$ cat src/hdl/mcpg_pkg.sv
// Shared types, constants and a helper function of the midpoint circle point generator.
`timescale 1ns / 1ps
package mcpg_pkg;

   localparam int CoordBits = 10;
   localparam int PointBits = CoordBits + 2;
   localparam int ErrBits = CoordBits + 3;
   localparam int DiffBits = CoordBits + 2;
   localparam int QueueDepthDefault = 4;
   localparam int SelBits = 3;

   typedef logic [CoordBits-1:0] coord_type;
   typedef logic signed [PointBits-1:0] point_type;
   typedef logic [ErrBits-1:0] err_type;
   typedef logic [DiffBits-1:0] diff_type;
   typedef logic [SelBits-1:0] sel_type;

   typedef enum logic {
      ActStart = 1'b0,
      ActStep = 1'b1
   } action_type;

   typedef struct packed {
      coord_type cx;
      coord_type cy;
      coord_type x;
      coord_type y;
      logic is_start;
      logic done;
   } job_type;

   typedef struct packed {
      logic full;
      logic empty;
   } queue_stat_type;

   localparam sel_type StartLastIdx = SelBits'(3);
   localparam sel_type StepLastIdx = SelBits'(7);

   // Maps the position of an anchor point to its slot in the eight-way pattern.
   function automatic sel_type start_sel(input logic [1:0] idx);
      sel_type sel;
      case (idx)
         2'd0: sel = SelBits'(0);
         2'd1: sel = SelBits'(2);
         2'd2: sel = SelBits'(4);
         2'd3: sel = SelBits'(5);
         default: sel = SelBits'(0);
      endcase
      return sel;
   endfunction

endpackage

$ cat src/hdl/mcpg_channels.sv
// Valid/ready channel interfaces for requests and plotted points.
`timescale 1ns / 1ps
interface mcpg_req_if;
   import mcpg_pkg::*;
   logic valid;
   logic ready;
   action_type action;
   coord_type center_x;
   coord_type center_y;
   coord_type radius;
   modport source (output valid, action, center_x, center_y, radius, input ready);
   modport sink (input valid, action, center_x, center_y, radius, output ready);
endinterface

interface mcpg_rsp_if;
   import mcpg_pkg::*;
   logic valid;
   logic ready;
   point_type point_x;
   point_type point_y;
   logic last_of_run;
   logic circle_done;
   modport source (output valid, point_x, point_y, last_of_run, circle_done, input ready);
   modport sink (input valid, point_x, point_y, last_of_run, circle_done, output ready);
endinterface

$ cat src/hdl/mcpg_front.sv
// Front end: accepts requests, runs one midpoint iteration per step and issues jobs.
`timescale 1ns / 1ps
module mcpg_front (
   input logic clock,
   input logic reset,
   mcpg_req_if.sink req_chan,
   input mcpg_pkg::queue_stat_type q_stat,
   output logic job_push,
   output mcpg_pkg::job_type job_out
);
   import mcpg_pkg::*;

   coord_type cx_ff, cx_in;
   coord_type cy_ff, cy_in;
   coord_type x_ff, x_in;
   coord_type y_ff, y_in;
   err_type err_ff, err_in;
   diff_type dx_ff, dx_in;
   diff_type dy_ff, dy_in;
   logic active_ff, active_in;

   logic accept;
   coord_type y_dec;
   coord_type x_inc;
   diff_type dy_inc;
   diff_type dx_inc;
   err_type err_mid;
   coord_type y_step;
   diff_type dy_step;
   err_type err_step;
   logic active_step;

   assign req_chan.ready = !q_stat.full;
   assign accept = req_chan.valid && req_chan.ready;

   always_comb begin
      y_dec = y_ff - CoordBits'(1);
      x_inc = x_ff + CoordBits'(1);
      dy_inc = dy_ff + DiffBits'(2);
      dx_inc = dx_ff + DiffBits'(2);
      if (!err_ff[ErrBits-1]) begin
         y_step = y_dec;
         dy_step = dy_inc;
         err_mid = err_ff + ErrBits'(signed'(dy_inc));
      end else begin
         y_step = y_ff;
         dy_step = dy_ff;
         err_mid = err_ff;
      end
      err_step = err_mid + ErrBits'(signed'(dx_inc)) + ErrBits'(1);
      active_step = x_inc < y_step;
   end

   always_comb begin
      cx_in = cx_ff;
      cy_in = cy_ff;
      x_in = x_ff;
      y_in = y_ff;
      err_in = err_ff;
      dx_in = dx_ff;
      dy_in = dy_ff;
      active_in = active_ff;
      job_push = 1'b0;
      job_out.cx = cx_ff;
      job_out.cy = cy_ff;
      job_out.x = x_inc;
      job_out.y = y_step;
      job_out.is_start = 1'b0;
      job_out.done = !active_step;
      if (accept) begin
         if (req_chan.action == ActStart) begin
            cx_in = req_chan.center_x;
            cy_in = req_chan.center_y;
            x_in = '0;
            y_in = req_chan.radius;
            err_in = ErrBits'(1) - ErrBits'(req_chan.radius);
            dx_in = '0;
            dy_in = DiffBits'(0) - DiffBits'({req_chan.radius, 1'b0});
            active_in = req_chan.radius != '0;
            job_push = 1'b1;
            job_out.cx = req_chan.center_x;
            job_out.cy = req_chan.center_y;
            job_out.x = '0;
            job_out.y = req_chan.radius;
            job_out.is_start = 1'b1;
            job_out.done = req_chan.radius == '0;
         end else if (active_ff) begin
            x_in = x_inc;
            y_in = y_step;
            err_in = err_step;
            dx_in = dx_inc;
            dy_in = dy_step;
            active_in = active_step;
            job_push = 1'b1;
         end
      end
   end

   always_ff @(posedge clock) begin
      if (reset) begin
         cx_ff <= '0;
         cy_ff <= '0;
         x_ff <= '0;
         y_ff <= '0;
         err_ff <= '0;
         dx_ff <= '0;
         dy_ff <= '0;
         active_ff <= 1'b0;
      end else begin
         cx_ff <= cx_in;
         cy_ff <= cy_in;
         x_ff <= x_in;
         y_ff <= y_in;
         err_ff <= err_in;
         dx_ff <= dx_in;
         dy_ff <= dy_in;
         active_ff <= active_in;
      end
   end

endmodule

$ cat src/hdl/mcpg_queue.sv
// Small job queue between the front end and the point emitter.
`timescale 1ns / 1ps
module mcpg_queue #(
   parameter int Depth = mcpg_pkg::QueueDepthDefault
) (
   input logic clock,
   input logic reset,
   input logic push,
   input mcpg_pkg::job_type push_job,
   input logic pop,
   output mcpg_pkg::job_type head_job,
   output mcpg_pkg::queue_stat_type q_stat
);
   import mcpg_pkg::*;

   localparam int PtrBits = (Depth > 1) ? $clog2(Depth) : 1;
   localparam int CountBits = $clog2(Depth + 1);

   job_type entries_ff [Depth];
   logic [PtrBits-1:0] wr_ptr_ff, wr_ptr_in;
   logic [PtrBits-1:0] rd_ptr_ff, rd_ptr_in;
   logic [CountBits-1:0] count_ff, count_in;

   assign head_job = entries_ff[rd_ptr_ff];
   assign q_stat.full = count_ff == CountBits'(Depth);
   assign q_stat.empty = count_ff == '0;

   always_comb begin
      wr_ptr_in = wr_ptr_ff;
      rd_ptr_in = rd_ptr_ff;
      count_in = count_ff;
      if (push) begin
         wr_ptr_in = (wr_ptr_ff == PtrBits'(Depth - 1)) ? '0 : wr_ptr_ff + PtrBits'(1);
      end
      if (pop) begin
         rd_ptr_in = (rd_ptr_ff == PtrBits'(Depth - 1)) ? '0 : rd_ptr_ff + PtrBits'(1);
      end
      if (push && !pop) begin
         count_in = count_ff + CountBits'(1);
      end else if (pop && !push) begin
         count_in = count_ff - CountBits'(1);
      end
   end

   always_ff @(posedge clock) begin
      if (reset) begin
         wr_ptr_ff <= '0;
         rd_ptr_ff <= '0;
         count_ff <= '0;
      end else begin
         wr_ptr_ff <= wr_ptr_in;
         rd_ptr_ff <= rd_ptr_in;
         count_ff <= count_in;
      end
   end

   always_ff @(posedge clock) begin
      if (push) begin
         entries_ff[wr_ptr_ff] <= push_job;
      end
   end

endmodule

$ cat src/hdl/mcpg_back.sv
// Back end: expands each job into its symmetric points, one point per cycle while the result port is ready.
`timescale 1ns / 1ps
module mcpg_back (
   input logic clock,
   input logic reset,
   input mcpg_pkg::job_type head_job,
   input mcpg_pkg::queue_stat_type q_stat,
   output logic pop,
   mcpg_rsp_if.source rsp_chan
);
   import mcpg_pkg::*;

   job_type job_ff, job_in;
   logic busy_ff, busy_in;
   sel_type idx_ff, idx_in;
   logic out_valid_ff, out_valid_in;
   point_type px_ff, px_in;
   point_type py_ff, py_in;
   logic last_ff, last_in;
   logic done_ff, done_in;

   logic can_load;
   logic at_last;
   sel_type sel;
   coord_type h_val;
   coord_type v_val;
   logic [PointBits-1:0] h_ext;
   logic [PointBits-1:0] v_ext;

   assign rsp_chan.valid = out_valid_ff;
   assign rsp_chan.point_x = px_ff;
   assign rsp_chan.point_y = py_ff;
   assign rsp_chan.last_of_run = last_ff;
   assign rsp_chan.circle_done = done_ff;

   assign can_load = !out_valid_ff || rsp_chan.ready;
   assign at_last = idx_ff == (job_ff.is_start ? StartLastIdx : StepLastIdx);
   assign pop = (!busy_ff || (can_load && at_last)) && !q_stat.empty;

   always_comb begin
      sel = job_ff.is_start ? start_sel(idx_ff[1:0]) : idx_ff;
      h_val = sel[2] ? job_ff.y : job_ff.x;
      v_val = sel[2] ? job_ff.x : job_ff.y;
      h_ext = sel[0] ? PointBits'(0) - PointBits'(h_val) : PointBits'(h_val);
      v_ext = sel[1] ? PointBits'(0) - PointBits'(v_val) : PointBits'(v_val);
   end

   always_comb begin
      job_in = job_ff;
      busy_in = busy_ff;
      idx_in = idx_ff;
      out_valid_in = out_valid_ff;
      px_in = px_ff;
      py_in = py_ff;
      last_in = last_ff;
      done_in = done_ff;
      if (can_load) begin
         out_valid_in = busy_ff;
         if (busy_ff) begin
            px_in = signed'(PointBits'(job_ff.cx) + h_ext);
            py_in = signed'(PointBits'(job_ff.cy) + v_ext);
            last_in = at_last;
            done_in = at_last && job_ff.done;
            if (at_last) begin
               busy_in = 1'b0;
            end else begin
               idx_in = idx_ff + SelBits'(1);
            end
         end
      end
      if (pop) begin
         job_in = head_job;
         busy_in = 1'b1;
         idx_in = '0;
      end
   end

   always_ff @(posedge clock) begin
      if (reset) begin
         busy_ff <= 1'b0;
         idx_ff <= '0;
         out_valid_ff <= 1'b0;
      end else begin
         busy_ff <= busy_in;
         idx_ff <= idx_in;
         out_valid_ff <= out_valid_in;
      end
   end

   always_ff @(posedge clock) begin
      job_ff <= job_in;
      px_ff <= px_in;
      py_ff <= py_in;
      last_ff <= last_in;
      done_ff <= done_in;
   end

endmodule

$ cat src/hdl/midpoint_circle_point_generator_unit.sv
// Top level of the midpoint circle point generator.
// A start request latches the center and radius and yields the four anchor points; each step
// request runs one midpoint iteration and yields the eight symmetric points, the last one
// flagged last_of_run and, when the octant is finished, circle_done. A step with no circle in
// progress yields nothing. The front end takes one request per cycle while the queue is not
// full and does the iteration in that cycle; jobs wait in a QUEUE_DEPTH-entry queue for the
// point emitter, which drives one point per cycle through its output register while the
// result port is ready, so the result port sets the sustained rate: eight points per step
// request, four per start. Requests reach the first point via queue, job and output registers.
`timescale 1ns / 1ps
module midpoint_circle_point_generator_unit #(
   parameter int QUEUE_DEPTH = mcpg_pkg::QueueDepthDefault
) (
   input logic clock,
   input logic reset,
   mcpg_req_if.sink req_chan,
   mcpg_rsp_if.source rsp_chan
);
   import mcpg_pkg::*;

   queue_stat_type q_stat;
   logic job_push;
   logic job_pop;
   job_type push_job;
   job_type head_job;

   mcpg_front u_front (
      .clock(clock),
      .reset(reset),
      .req_chan(req_chan),
      .q_stat(q_stat),
      .job_push(job_push),
      .job_out(push_job)
   );

   mcpg_queue #(
      .Depth(QUEUE_DEPTH)
   ) u_queue (
      .clock(clock),
      .reset(reset),
      .push(job_push),
      .push_job(push_job),
      .pop(job_pop),
      .head_job(head_job),
      .q_stat(q_stat)
   );

   mcpg_back u_back (
      .clock(clock),
      .reset(reset),
      .head_job(head_job),
      .q_stat(q_stat),
      .pop(job_pop),
      .rsp_chan(rsp_chan)
   );

   a_no_push_when_full: assert property (@(posedge clock) disable iff (reset)
      job_push |-> !q_stat.full)
      else $error("Job pushed into a full queue.");

   a_no_pop_when_empty: assert property (@(posedge clock) disable iff (reset)
      job_pop |-> !q_stat.empty)
      else $error("Job popped from an empty queue.");

   a_done_is_last: assert property (@(posedge clock) disable iff (reset)
      rsp_chan.valid && rsp_chan.circle_done |-> rsp_chan.last_of_run)
      else $error("Circle done flagged on a point that does not end its transfer run.");

   a_idle_after_reset: assert property (@(posedge clock)
      reset |=> !rsp_chan.valid)
      else $error("Result valid right after reset.");

endmodule
$ cat src/flat_wrapper.sv
// flat-port wrapper written by rule: the top's interface ports become plain ports
module midpoint_circle_point_generator_unit_flat import mcpg_pkg::*;
#(
   parameter int QUEUE_DEPTH = mcpg_pkg::QueueDepthDefault
)
  (clock, reset, req_chan_valid, req_chan_action, req_chan_center_x, req_chan_center_y, req_chan_radius, req_chan_ready, rsp_chan_valid, rsp_chan_point_x, rsp_chan_point_y, rsp_chan_last_of_run, rsp_chan_circle_done, rsp_chan_ready);
  mcpg_req_if req_chan_i ();
  mcpg_rsp_if rsp_chan_i ();
  input logic clock;
  input logic reset;
  input wire logic [$bits(req_chan_i.valid)-1:0] req_chan_valid;
  input wire logic [$bits(req_chan_i.action)-1:0] req_chan_action;
  input wire logic [$bits(req_chan_i.center_x)-1:0] req_chan_center_x;
  input wire logic [$bits(req_chan_i.center_y)-1:0] req_chan_center_y;
  input wire logic [$bits(req_chan_i.radius)-1:0] req_chan_radius;
  output wire logic [$bits(req_chan_i.ready)-1:0] req_chan_ready;
  output wire logic [$bits(rsp_chan_i.valid)-1:0] rsp_chan_valid;
  output wire logic [$bits(rsp_chan_i.point_x)-1:0] rsp_chan_point_x;
  output wire logic [$bits(rsp_chan_i.point_y)-1:0] rsp_chan_point_y;
  output wire logic [$bits(rsp_chan_i.last_of_run)-1:0] rsp_chan_last_of_run;
  output wire logic [$bits(rsp_chan_i.circle_done)-1:0] rsp_chan_circle_done;
  input wire logic [$bits(rsp_chan_i.ready)-1:0] rsp_chan_ready;
  assign req_chan_i.valid = req_chan_valid;
  assign req_chan_i.action = req_chan_action;
  assign req_chan_i.center_x = req_chan_center_x;
  assign req_chan_i.center_y = req_chan_center_y;
  assign req_chan_i.radius = req_chan_radius;
  assign req_chan_ready = req_chan_i.ready;
  assign rsp_chan_valid = rsp_chan_i.valid;
  assign rsp_chan_point_x = rsp_chan_i.point_x;
  assign rsp_chan_point_y = rsp_chan_i.point_y;
  assign rsp_chan_last_of_run = rsp_chan_i.last_of_run;
  assign rsp_chan_circle_done = rsp_chan_i.circle_done;
  assign rsp_chan_i.ready = rsp_chan_ready;
  midpoint_circle_point_generator_unit #(.QUEUE_DEPTH(QUEUE_DEPTH)) u_core (.clock(clock), .reset(reset), .req_chan(req_chan_i), .rsp_chan(rsp_chan_i));
endmodule
$ cat config.mk
export PLATFORM = sky130hd
export DESIGN_NAME = midpoint_circle_point_generator_unit_flat
export DESIGN_NICKNAME = d
export VERILOG_FILES = /design/src/hdl/mcpg_pkg.sv /design/src/hdl/mcpg_channels.sv /design/src/hdl/mcpg_front.sv /design/src/hdl/mcpg_queue.sv /design/src/hdl/mcpg_back.sv /design/src/hdl/midpoint_circle_point_generator_unit.sv /design/src/flat_wrapper.sv
export SDC_FILE = /design/constraint.sdc
export NUM_CORES = 1
export LEC_CHECK = 0
export BUFFER_PORTS_ARGS = -buffer_cell sky130_fd_sc_hd__buf_2
export CORE_ASPECT_RATIO = 1.5
export CORE_MARGIN = 2
export CORE_UTILIZATION = 62
export CTS_CLUSTER_DIAMETER = 40
export DETAILED_ROUTE_END_ITERATION = 8
export HOLD_SLACK_MARGIN = 0.08
export PLACE_DENSITY = 0.8
export SETUP_SLACK_MARGIN = 0.15
export SLEW_MARGIN = 20
export SYNTH_ARGS = -nofsm -noshare
export SYNTH_HDL_FRONTEND = slang
export SYNTH_HIERARCHICAL = 1
export SYNTH_SLANG_ARGS = --single-unit
$ cat constraint.sdc
create_clock -name clock -period 5 [get_ports clock]
set_clock_uncertainty 0.15 [all_clocks]
set_input_delay 0.5 -clock clock [delete_from_list [all_inputs] [get_ports clock]]
set_output_delay 0.5 -clock clock [all_outputs]
set_load 0.01 [all_outputs]
; Yosys cells after proc, flatten, opt, wreduce, memory -nomap -nowiden
; Memories as Yosys holds them, arrays and structs flattened. A register that Yosys moved wholly into a read port is not among the register bits.
; Index checks and enable logic that the tools add are counted.
[word_totals]
mem_count = 1
mem_bits_rw = 168
in_bits = 35
ff_bits = 116
[classes]
n_lt_le_gt_ge = 1
add_sub_neg = 18
reduce_logical = 27
muxes = 37
bitwise_logic = 2
eq_ne = 9
[memory_table]
columns = memory, depth, width, read_ports, rd_clocked_by_memory_dff, write_ports, line_no
row1 = u_core.u_queue.entries_ff, 4, 42, 1, 1, 1, mcpg_queue.sv:19  ; job_type entries_ff [Depth];
[op_table]
columns = op, n
row1 = 2-to-1 mux 12 bit, 7
row2 = 2-to-1 mux 42 bit, 2
row3 = 2-to-1 mux 10 bit, 7
row4 = 2-to-1 mux 13 bit, 3
row5 = "subtractor 1 x 10 -> 11 bit, first input constant", 3
row6 = adder 13 bit, 2
row7 = adder 10 x 12 -> 12 bit, 2
row8 = "adder 12 x 2 -> 12 bit, second input constant", 2
row9 = "adder 13 x 1 -> 13 bit, second input constant", 1
row10 = 2-to-1 mux 3 bit, 4
row11 = case mux 3 bit (4 select lines), 1
row12 = "subtractor 1 x 11 -> 12 bit, first input constant", 1
row13 = 2-to-1 mux 1 bit, 11
row14 = "adder 10 x 1 -> 10 bit, second input constant", 1
row15 = logical NOT 10 bit, 1
row16 = less-than comparator 10 bit, 1
row17 = nonzero test 10 bit, 1
row18 = "subtractor 10 x 1 -> 10 bit, second input constant", 1
row19 = "equality test 2 bit, second input constant", 4
row20 = logical NOT 1 bit, 7
row21 = "adder 3 x 1 -> 3 bit, second input constant", 2
row22 = logical AND 1 bit, 6
row23 = AND reduction 2 bit, 3
row24 = AND reduction 3 bit, 2
row25 = other kinds (14), 19

; Logic depth before layout (Yosys ltp)
; Gate-level depths: netlist (run 1).
[depth]
depth_word = 8
mapped_depth = 19
ltp_nobuf = 19

; Cells and area by module
; Netlist (run 1), hierarchy kept.
[modules_own_cells]
columns = mod, seq_area_each_um2, area_per_inst_um2, cells_per_inst, instances
row1 = mcpg_queue, 5225.0, 6553.8, 264, 1
row2 = mcpg_front, 1521.5, 5649.2, 758, 1
row3 = mcpg_back, 2142.1, 3996.3, 331, 1

; Least setup slack after synthesis (run 1)
; Ideal clock, no wire load.
[synth_timing]
path_kind = register to register
from = register u_core/u_back/job_ff[1] (netlist name)
to = register u_core.u_queue.count_ff[2]
path_slack_ns = 0.585
path_stages_with_launch = 13
n_path_buf = 1
period_less_slack_ns = 4.415
t_arrival_ns = 4.196
t_required_ns = 4.780
cell_sequence = edfxtp_1 > buf_4 > xor2_1 > nand2_1 > o21ai_1 > nor2b_1 > inv_1 > ha_1 > inv_1 > fa_1 > xor2_1 > or3_1 > a21oi_1
[synth_between]
elab_chain_len = 8
[synth_lines]
columns = item, line_no
row1 = 2-to-1 mux 3 bit *, mcpg_back.sv:37  ; assign at_last = idx_ff == (job_ff.is_start ? StartLastIdx : StepLastIdx);
row2 = equality test 3 bit *, mcpg_back.sv:37
row3 = logical AND 1 bit *, mcpg_back.sv:38  ; assign pop = (!busy_ff || (can_load && at_last)) && !q_stat.empty;
row4 = logical OR 1 bit *, mcpg_back.sv:38
row5 = logical AND 1 bit *, mcpg_back.sv:38
row6 = named net u_core.job_pop, midpoint_circle_point_generator_unit.sv:23  ; logic job_pop;
row7 = logical NOT 1 bit, mcpg_queue.sv:38  ; if (push && !pop) begin
row8 = logical AND 1 bit, mcpg_queue.sv:38
row9 = 2-to-1 mux 3 bit or nonzero test 2 bit (tied branches), --
row10 = "end signal, assigned", mcpg_queue.sv:53  ; count_ff <= count_in;
row11 = "end, declared", mcpg_queue.sv:22  ; logic [CountBits-1:0] count_ff, count_in;
; The timed path passes the listed nets; every way through them passes the cells marked *.
; A chain may end at the register's enable or synchronous reset.

; Worst setup path after layout (run 1)
[layout_timing]
from = register u_core.u_front.dy_ff[3]
to = register u_core.u_front.err_ff[12]
[layout_between]
elab_chain_len = 7
[layout_lines]
columns = item, line_no
row1 = "start, declared", mcpg_front.sv:19  ; diff_type dy_ff, dy_in;
row2 = "start signal, assigned", mcpg_front.sv:116  ; dy_ff <= dy_in;
row3 = adder 12 x 2 -> 12 bit, mcpg_front.sv:39  ; dy_inc = dy_ff + DiffBits'(2);
row4 = adder 13 bit, mcpg_front.sv:44  ; err_mid = err_ff + ErrBits'(signed'(dy_inc));
row5 = 2-to-1 mux 13 bit, mcpg_front.sv:41  ; if (!err_ff[ErrBits-1]) begin
row6 = adder 13 bit, mcpg_front.sv:50  ; err_step = err_mid + ErrBits'(signed'(dx_inc)) + ErrBits'(1);
row7 = adder 13 x 1 -> 13 bit, mcpg_front.sv:50
row8 = 2-to-1 mux 13 bit, mcpg_front.sv:87  ; end else if (active_ff) begin
row9 = 2-to-1 mux 13 bit, mcpg_front.sv:71  ; if (req_chan.action == ActStart) begin
row10 = "end signal, assigned", mcpg_front.sv:114  ; err_ff <= err_in;
row11 = "end, declared", mcpg_front.sv:17  ; err_type err_ff, err_in;
; Every way passes these cells. The select of a mux whose other input is x is not followed.

==> results by group, run 1 <==
Run status
  – Status: completed

Global routing
  – GRT Util Overall: 26.88%
  – Number of global-route vias before repair: 10944
  – Largest net degree at the start of global routing: 52
  – First-pass GRT wire length: 56.94 mm
  – Met2 usage: 48.79%
  – GRT busiest layer: met2
  – Initial antenna violation count: 0
  – Gr ovfl total: 0
  – GR Util met3: 3.486%
  – Met1 Use GR: 30.79%

Clocking
  – Clock Latency Late Sink: 530 ps
  – Htree depth: 2
  – Bufs on Longest Clock Path: 3
  – CTS clk-pin slew, worst paths: 70 ps
  – Setup bufs post-CTS: 0
  – CTS tree: done
  – # clock sinks: 326
  – Root buf cell: clkbuf_16
  – Num CTS Buffers: 36

Route
  – Routed WL: 36.16 mm
  – Via/cell ratio: 6.115
  – Average routed wire per standard cell: 20.31 µm
  – Final routed DRC violation total: 0
  – Post-route ant nets: 0
  – 1st-iter DRT viols: 759
  – Vias: 10885
  – Drt pass-1 iters: 5

Logic synthesis
  – Synth async-reset ratio: 0%
  – Mapped cell area: 0.01620 mm²
  – Synth top area share: 43.75%
  – Flops & latches, synth: 326
  – EDFF count, synth: 236
  – Top cells by area, synth: edfxtp_1 (44%), dfxtp_1 (11%), ha_1 (5.7%), mux4_2 (5.6%), xnor2_1 (3.1%)
  – Yosys Warn Count: 6
  – Synth Flop Type: edfxtp_1
  – Cells after synthesis: 1353
  – Netlist cell types: 80
  – Syn nets: 1467
  – Seq/Total Area, Yosys: 54.87%
  – Syn_area_per_cell: 11.97 µm²
  – Leading area contributor after synthesis: edfxtp_1

STA
  – Final slew viol count: 0
  – Fin crit share: 82.66%
  – FMAX: 242.0 MHz
  – RSZ-0062 raised after global routing: no
  – Final hold violation count: 0
  – Setup_tns: 0 ps
  – Worst-margin pin slew: 1119 ps
  – Max transition margin: 25.38%
  – Finish-stage setup viols: 0
  – Min cycle time layout: 4133 ps

Power and ir drop
  – VDD IR max: 386.5 µV
  – LEAKAGE: 6.865 nW
  – Pwr Density: 582.0 mW/mm²

Floorplanning
  – Initial core utilization: 62.87%
  – Die X: 136.0 µm
  – Die Y: 202.0 µm
  – Rows: 72
  – Placeable Area: 0.02576 mm²
  – Die footprint: 0.02746 mm²
  – Boundary Pins: 63

Final layout
  – FF/Latch Area: 0.008892 mm²
  – Filler Cells Inserted: 1796
  – Area of the multi-input gates: 0.006887 mm²
  – Layout net count: 1534
  – Final instance area: 0.01807 mm²
  – Area Growth Syn to Fin: 11.52%
  – Share of cells above drive strength 1: 15.62%
  – N_diodes: 0

Worst setup path
  – Crit path top cell by count: nand2_1
  – CP endpoint kind: flip-flop
  – Crit start category: flip-flop
  – CP Cell Sequence: nand3_1 -> nor2_1 -> nand2_1 -> xnor2_1 -> ha_1 -> nand2_1 -> nand2_1 -> a31oi_1 -> o21ai_0 -> xnor2_1 -> o21ai_0 -> ha_1 -> a21o_1 -> a21o_1 -> a221oi_2 -> xor2_1 -> or3_1 -> nand3_1
  – Worst flop-to-flop path startpoint: u_core/u_front/dy_ff[3]$_SDFFE_PP0P_
  – Required arrival time at the worst endpoint: 5310 ps
  – Crit path to: u_core/u_front/err_ff[12]$_SDFFE_PP0P_
  – Top delay family on crit path: compound AO/OA/AOI/OAI gates
  – CP peak stage delay: 430 ps
  – CP Depth: 18
  – Setup Crit Path Kind: flip-flop to flip-flop
  – Slowest-stage cell, CP: dfxtp_1
  – Slack of the worst reg-to-reg path: 870 ps
  – WP data arrival: 4450 ps
  – CP Buf/Inv Count: 0
  – R2R depth: 18
  – Critical path startpoint: u_core/u_front/dy_ff[3]$_SDFFE_PP0P_
  – Crit-path max FO: 6
  – RR Endpoint: u_core/u_front/err_ff[12]$_SDFFE_PP0P_

Min path
  – Worst Hold Class: primary input to flip-flop

Place
  – DP Area: 0.01676 mm²
  – Port-buffer cells: 62
  – Gpl congestion: 0.9519
  – Dpl hpwl: 24.50 mm

Flow run
  – Max-Cap Viols: 0
[worst reg2reg max path: stages, from the launching register on]
cell and delay, ps:
dfxtp_1 430, nand3_1 190, nor2_1 200, nand2_1 90
xnor2_1 280, ha_1 330, nand2_1 70, nand2_1 50
a31oi_1 270, o21ai_0 170, xnor2_1 160, o21ai_0 100
ha_1 370, a21o_1 200, a21o_1 180, a221oi_2 280
xor2_1 130, or3_1 360, nand3_1 70
[per-stage QoR]
step           std cells  hold WS [ps]  util (%)  setup WS, ps  power, mW
2_1_floorplan       1353         294.3         -         584.7      6.831
3_3_place_gp        1710         300.0     65.05         954.5      7.661
3_5_place_dp        1710         305.7     65.05         885.3      7.805
4_1_cts             1779         81.19     70.03         856.4      10.55
5_1_grt             1780         98.73     70.12         431.7      11.09
6_report            1780         82.97     70.12         867.0      10.51
[registers in the layout, summed over array words and instances, names as in the netlist, 11 cells and up, named ones only]
name and count:
u_core/u_queue/entries_ff 168, u_core/u_back/job_ff 42, u_core/u_front/err_ff 13, u_core/u_back/rsp_chan.point_x 12, u_core/u_back/rsp_chan.point_y 12, u_core/u_front/dx_ff 11
u_core/u_front/dy_ff 11
[layer usage]
layer / vias up / part of all wire, %
met3: 101 / 4.1
met1: 5316 / 37
met5: - / 0
met4: 0 / 4.8
li1: 5109 / -
met2: 359 / 54
[cells in the final DEF, fill, tap and decap left out, types with 6 or more instances in the layout]
cell / synthesis / layout
nor3_1: 29 / 29
clkbuf_16: 0 / 36
nor3_2: 6 / 6
nand2b_1: 8 / 8
ha_1: 74 / 74
mux4_2: 40 / 40
o21bai_1: 6 / 6
nor2_1: 131 / 130
a211oi_1: 17 / 17
mux2i_1: 27 / 27
nand3_1: 27 / 27
xor2_1: 46 / 46
nor2b_1: 11 / 9
and2_1: 14 / 10
dfxtp_1: 90 / 87
buf_2: 10 / 62
a21o_1: 16 / 16
o21ai_0: 56 / 56
buf_4: 2 / 17
inv_1: 33 / 33
and3_1: 6 / 6
a22oi_1: 21 / 21
o21a_1: 7 / 7
a31oi_1: 7 / 7
edfxtp_1: 236 / 236
a21oi_1: 97 / 97
xnor2_1: 58 / 58
nand2_1: 134 / 134
[cell families after synthesis]
group | synth area share [%]
compound gates | 10.31
buf+inv | 2.727
fa+ha+maj | 6.334
other cells | 0.02315
mux | 7.693
flops | 54.87
simple gates | 12.08
xor+xnor | 5.963
[cell type report]
cell class                      count  share of cell area (%)
Clock buffer                       43                   5.243
Sequential cell                   326                   49.22
Inverter                           35                  0.7272
Tap cell                          333                   2.306
Timing Repair Buffer               84                   2.756
Multi-Input combinational cell    937                   38.12
Clock inverter                     22                   1.628
[worst min path at each step]
stage,from,endpoint,slack [ps],cells after the start
floorplan,u_core/u_front/cx_ff[0]$_SDFFE_PP0P_,u_core/u_front/cx_ff[0]$_SDFFE_PP0P_,290,2
global placement,u_core/u_front/cy_ff[8]$_SDFFE_PP0P_,u_core/u_front/cy_ff[8]$_SDFFE_PP0P_,300,2
detailed placement,u_core/u_front/y_ff[9]$_SDFFE_PP0P_,u_core/u_front/y_ff[9]$_SDFFE_PP0P_,310,2
CTS,req_chan_center_y[7],u_core/u_front/cy_ff[7]$_SDFFE_PP0P_,80,3
global route,req_chan_center_y[0],u_core/u_front/cy_ff[0]$_SDFFE_PP0P_,100,3
finish,req_chan_center_y[7],u_core/u_front/cy_ff[7]$_SDFFE_PP0P_,80,3
[power breakdown]
part | internal (mW) | switching (mW) | total [mW]
clock | 1.60 | 1.12 | 2.72
sequential | 3.71 | 0.409 | 4.12
combinational | 1.55 | 2.12 | 3.67
total | 6.86 | 3.65 | 10.5
[cells in the mapped netlist (8+ instances only)]
cell,instances
and2_1,14
dfxtp_1,90
o21ai_0,56
a21oi_1,97
xor2_1,46
mux2i_1,27
nand2b_1,8
a211oi_1,17
nor3_1,29
nand2_1,134
clkbuf_1,35
buf_2,10
nand3_1,27
ha_1,74
a22oi_1,21
xnor2_1,58
a21o_1,16
edfxtp_1,236
nor2_1,131
mux4_2,40
inv_1,33
nor2b_1,11
[what timing repair did]
item / 4_1_cts / 5_1_grt
hold endpoints to repair: 4 / 0
gates resized for setup: 0 / 0
hold buffers: 4 / 0
Note: power is estimated with default switching activity, not from simulation.
==> inputs of run 2 (changes only) <==
Settings changed: CORE_UTILIZATION 62 to 56, PLACE_DENSITY 0.8 to 0.76.
Clock period 5 ns to 3.54 ns, I/O delays scaled along.
==> run 2 against run 1 <==
  * The run now ends with setup timing left
  * Sequential cell count did not move
  * Worst hold slack improved by 34 ps
  * Register-to-register slack got worse by 880 ps
  * Count of clock-buffer cells in the layout increased by 2
  * Worst setup slack got worse by 880 ps
==> results by group, run 2 (same netlist as run 1, synthesis figures left out) <==
Power and ir drop
  – LEAKAGE: 7.455 nW
  – Pwr Density: 838.6 mW/mm²
  – VDD IR max: 533.9 µV

Min path
  – Worst Hold Class: primary input to flip-flop

Floorplanning
  – Die Y: 212.3 µm
  – Initial core utilization: 56.60%
  – Die X: 142.9 µm
  – Boundary Pins: 63
  – Die footprint: 0.03033 mm²
  – Rows: 76
  – Placeable Area: 0.02862 mm²

Route
  – Vias: 11309
  – Final routed DRC violation total: 0
  – Drt pass-1 iters: 7
  – Via/cell ratio: 5.826
  – Post-route ant nets: 0
  – Routed WL: 38.35 mm
  – Average routed wire per standard cell: 19.76 µm
  – 1st-iter DRT viols: 665

Global routing
  – Largest net degree at the start of global routing: 49
  – Number of global-route vias before repair: 11234
  – First-pass GRT wire length: 58.08 mm
  – GRT Util Overall: 24.92%
  – Initial antenna violation count: 0
  – Gr ovfl total: 0

STA
  – Final slew viol count: 0
  – Setup_tns: -10.64 ps
  – Final hold violation count: 0
  – Worst-margin pin slew: 860.2 ps
  – Max transition margin: 42.27%
  – Finish-stage setup viols: 1
  – RSZ-0062 raised after global routing: yes
  – Fin crit share: 100.3%
  – FMAX: 281.6 MHz
  – Min cycle time layout: 3551 ps
  – Worst setup margin: -10.64 ps

Worst setup path
  – Crit-path max FO: 4
  – Required arrival time at the worst endpoint: 3860 ps
  – Setup Crit Path Kind: flip-flop to flip-flop
  – Crit start category: flip-flop
  – WP data arrival: 3870 ps
  – CP endpoint kind: flip-flop

Final layout
  – Max FFs per register: 168
  – Commonest cells after routing, fill and taps aside: edfxtp_1 (236), nand2_1 (130), nor2_1 (127), buf_4 (89), a21oi_1 (85)
  – Share of cells above drive strength 1: 25.53%
  – Layout net count: 1636
  – Final Util: 68.60%
  – Top Registers: u_core/u_queue/entries_ff: 168 flops, u_core/u_back/job_ff: 42 flops, u_core/u_front/err_ff: 13 flops
  – Commonest non-fill, non-tap cell in the layout: edfxtp_1
  – Reg with most FFs: u_core/u_queue/entries_ff
  – Area Growth Syn to Fin: 21.20%
  – N_diodes: 0

Run status
  – Status: finished with violations
  – Failing checks: setup timing

Place
  – Gpl congestion: 0.9441
  – Port-buffer cells: 62
  – Dpl hpwl: 25.05 mm

Clocking
  – Bufs on Longest Clock Path: 3
  – Num CTS Buffers: 37
  – CTS clk-pin slew, worst paths: 60 ps
  – # clock sinks: 326
  – Htree depth: 2
  – CTS tree: done
  – Clock Latency Late Sink: 540 ps
  – Root buf cell: clkbuf_16

Flow run
  – Max-Cap Viols: 0
-- run 2: changes by cell type in the layout (fill, tap and decap cells not counted), sizes merged --
cell         previous run  this run
buf                    80       161
bufinv                  4         1
clkbuf                 43        46
clkinv                 13        11
clkinvlp                0         2
dlygate4sd3             4        23
inv                    40        44
-- run 2: power by group --
group          switching (mW)  internal [mW]
Sequential              0.572           5.24
Clock                    1.62           2.14
Combinational            3.64           3.25
Total                    5.83           10.6
-- run 2: timing repair --
action | 4_1_cts | 5_1_grt
resized for setup | 25 | 79
pin swaps | 25 | 33
cloned | 0 | 1
endpoints found under the setup margin | 12 | 20
buffers inserted | 9 | 19
endpoints found under the hold margin | 100 | 0
hold buffers | 23 | 0
-- run 2: layer usage --
layer  up-vias  GRT usage (%)  share of wire [%]
li1       5337              -                  -
met1      5471          27.88                 36
met2       385          45.29                 54
met3       116          3.401                4.8
met4         0          13.96                5.3
met5         -              0                  0
-- run 2: through the flow --
stage               power (mW)  hold WS (ps)  instance area [µm²]  cells  setup WS [ps]
floorplan                9.831         273.1                16380   1353          38.92
global placement         11.42         299.3                17460   1821         -88.46
detailed placement       11.60         305.6                17460   1821         -136.2
CTS                      15.61         104.3                19110   1921          69.38
global route             17.31         126.5                19630   1941         -243.9
finish                   16.47         117.0                19630   1941         -10.64
-- run 2: layout make-up --
type | count | area (µm²)
multi-input cells | 937 | 7467
clock buffers | 45 | 987.2
well taps | 390 | 488.0
repair buffers | 185 | 1399
flip-flops and latches | 326 | 8911
fillers | 1944 | 8989
clock inverters | 23 | 245.2
inverters | 35 | 136.4
-- run 2: worst paths after layout --
| path | to | start | slack [ps] | cells past startpoint |
|---|---|---|---|---|
| worst min-delay path | u_core/u_front/dx_ff[8]$_SDFFE_PP0P_ | reset | 120 | 2 |
| worst max-delay path | u_core/u_front/err_ff[12]$_SDFFE_PP0P_ | u_core/u_front/dy_ff[1]$_SDFFE_PP0P_ | -10 | 17 |
| worst min register to register | u_core/u_front/cx_ff[4]$_SDFFE_PP0P_ | u_core/u_front/cx_ff[4]$_SDFFE_PP0P_ | 310 | 2 |
| worst max register to register | u_core/u_front/err_ff[12]$_SDFFE_PP0P_ | u_core/u_front/dy_ff[1]$_SDFFE_PP0P_ | -10 | 17 |
-- run 2: critical path, cell delays in order, from the launching register on --
cell      delay [ps]
dfxtp_4          370
ha_4             170
buf_4            130
xor2_1           140
ha_2             360
nand2_2           70
o21ai_4          190
a31oi_4          130
o21ai_2          130
xnor2_1          120
o21ai_1           70
ha_1             290
a21o_1           190
a21o_1           180
a221oi_2         270
xor2_1           130
or3_1            320
nand3_1           70
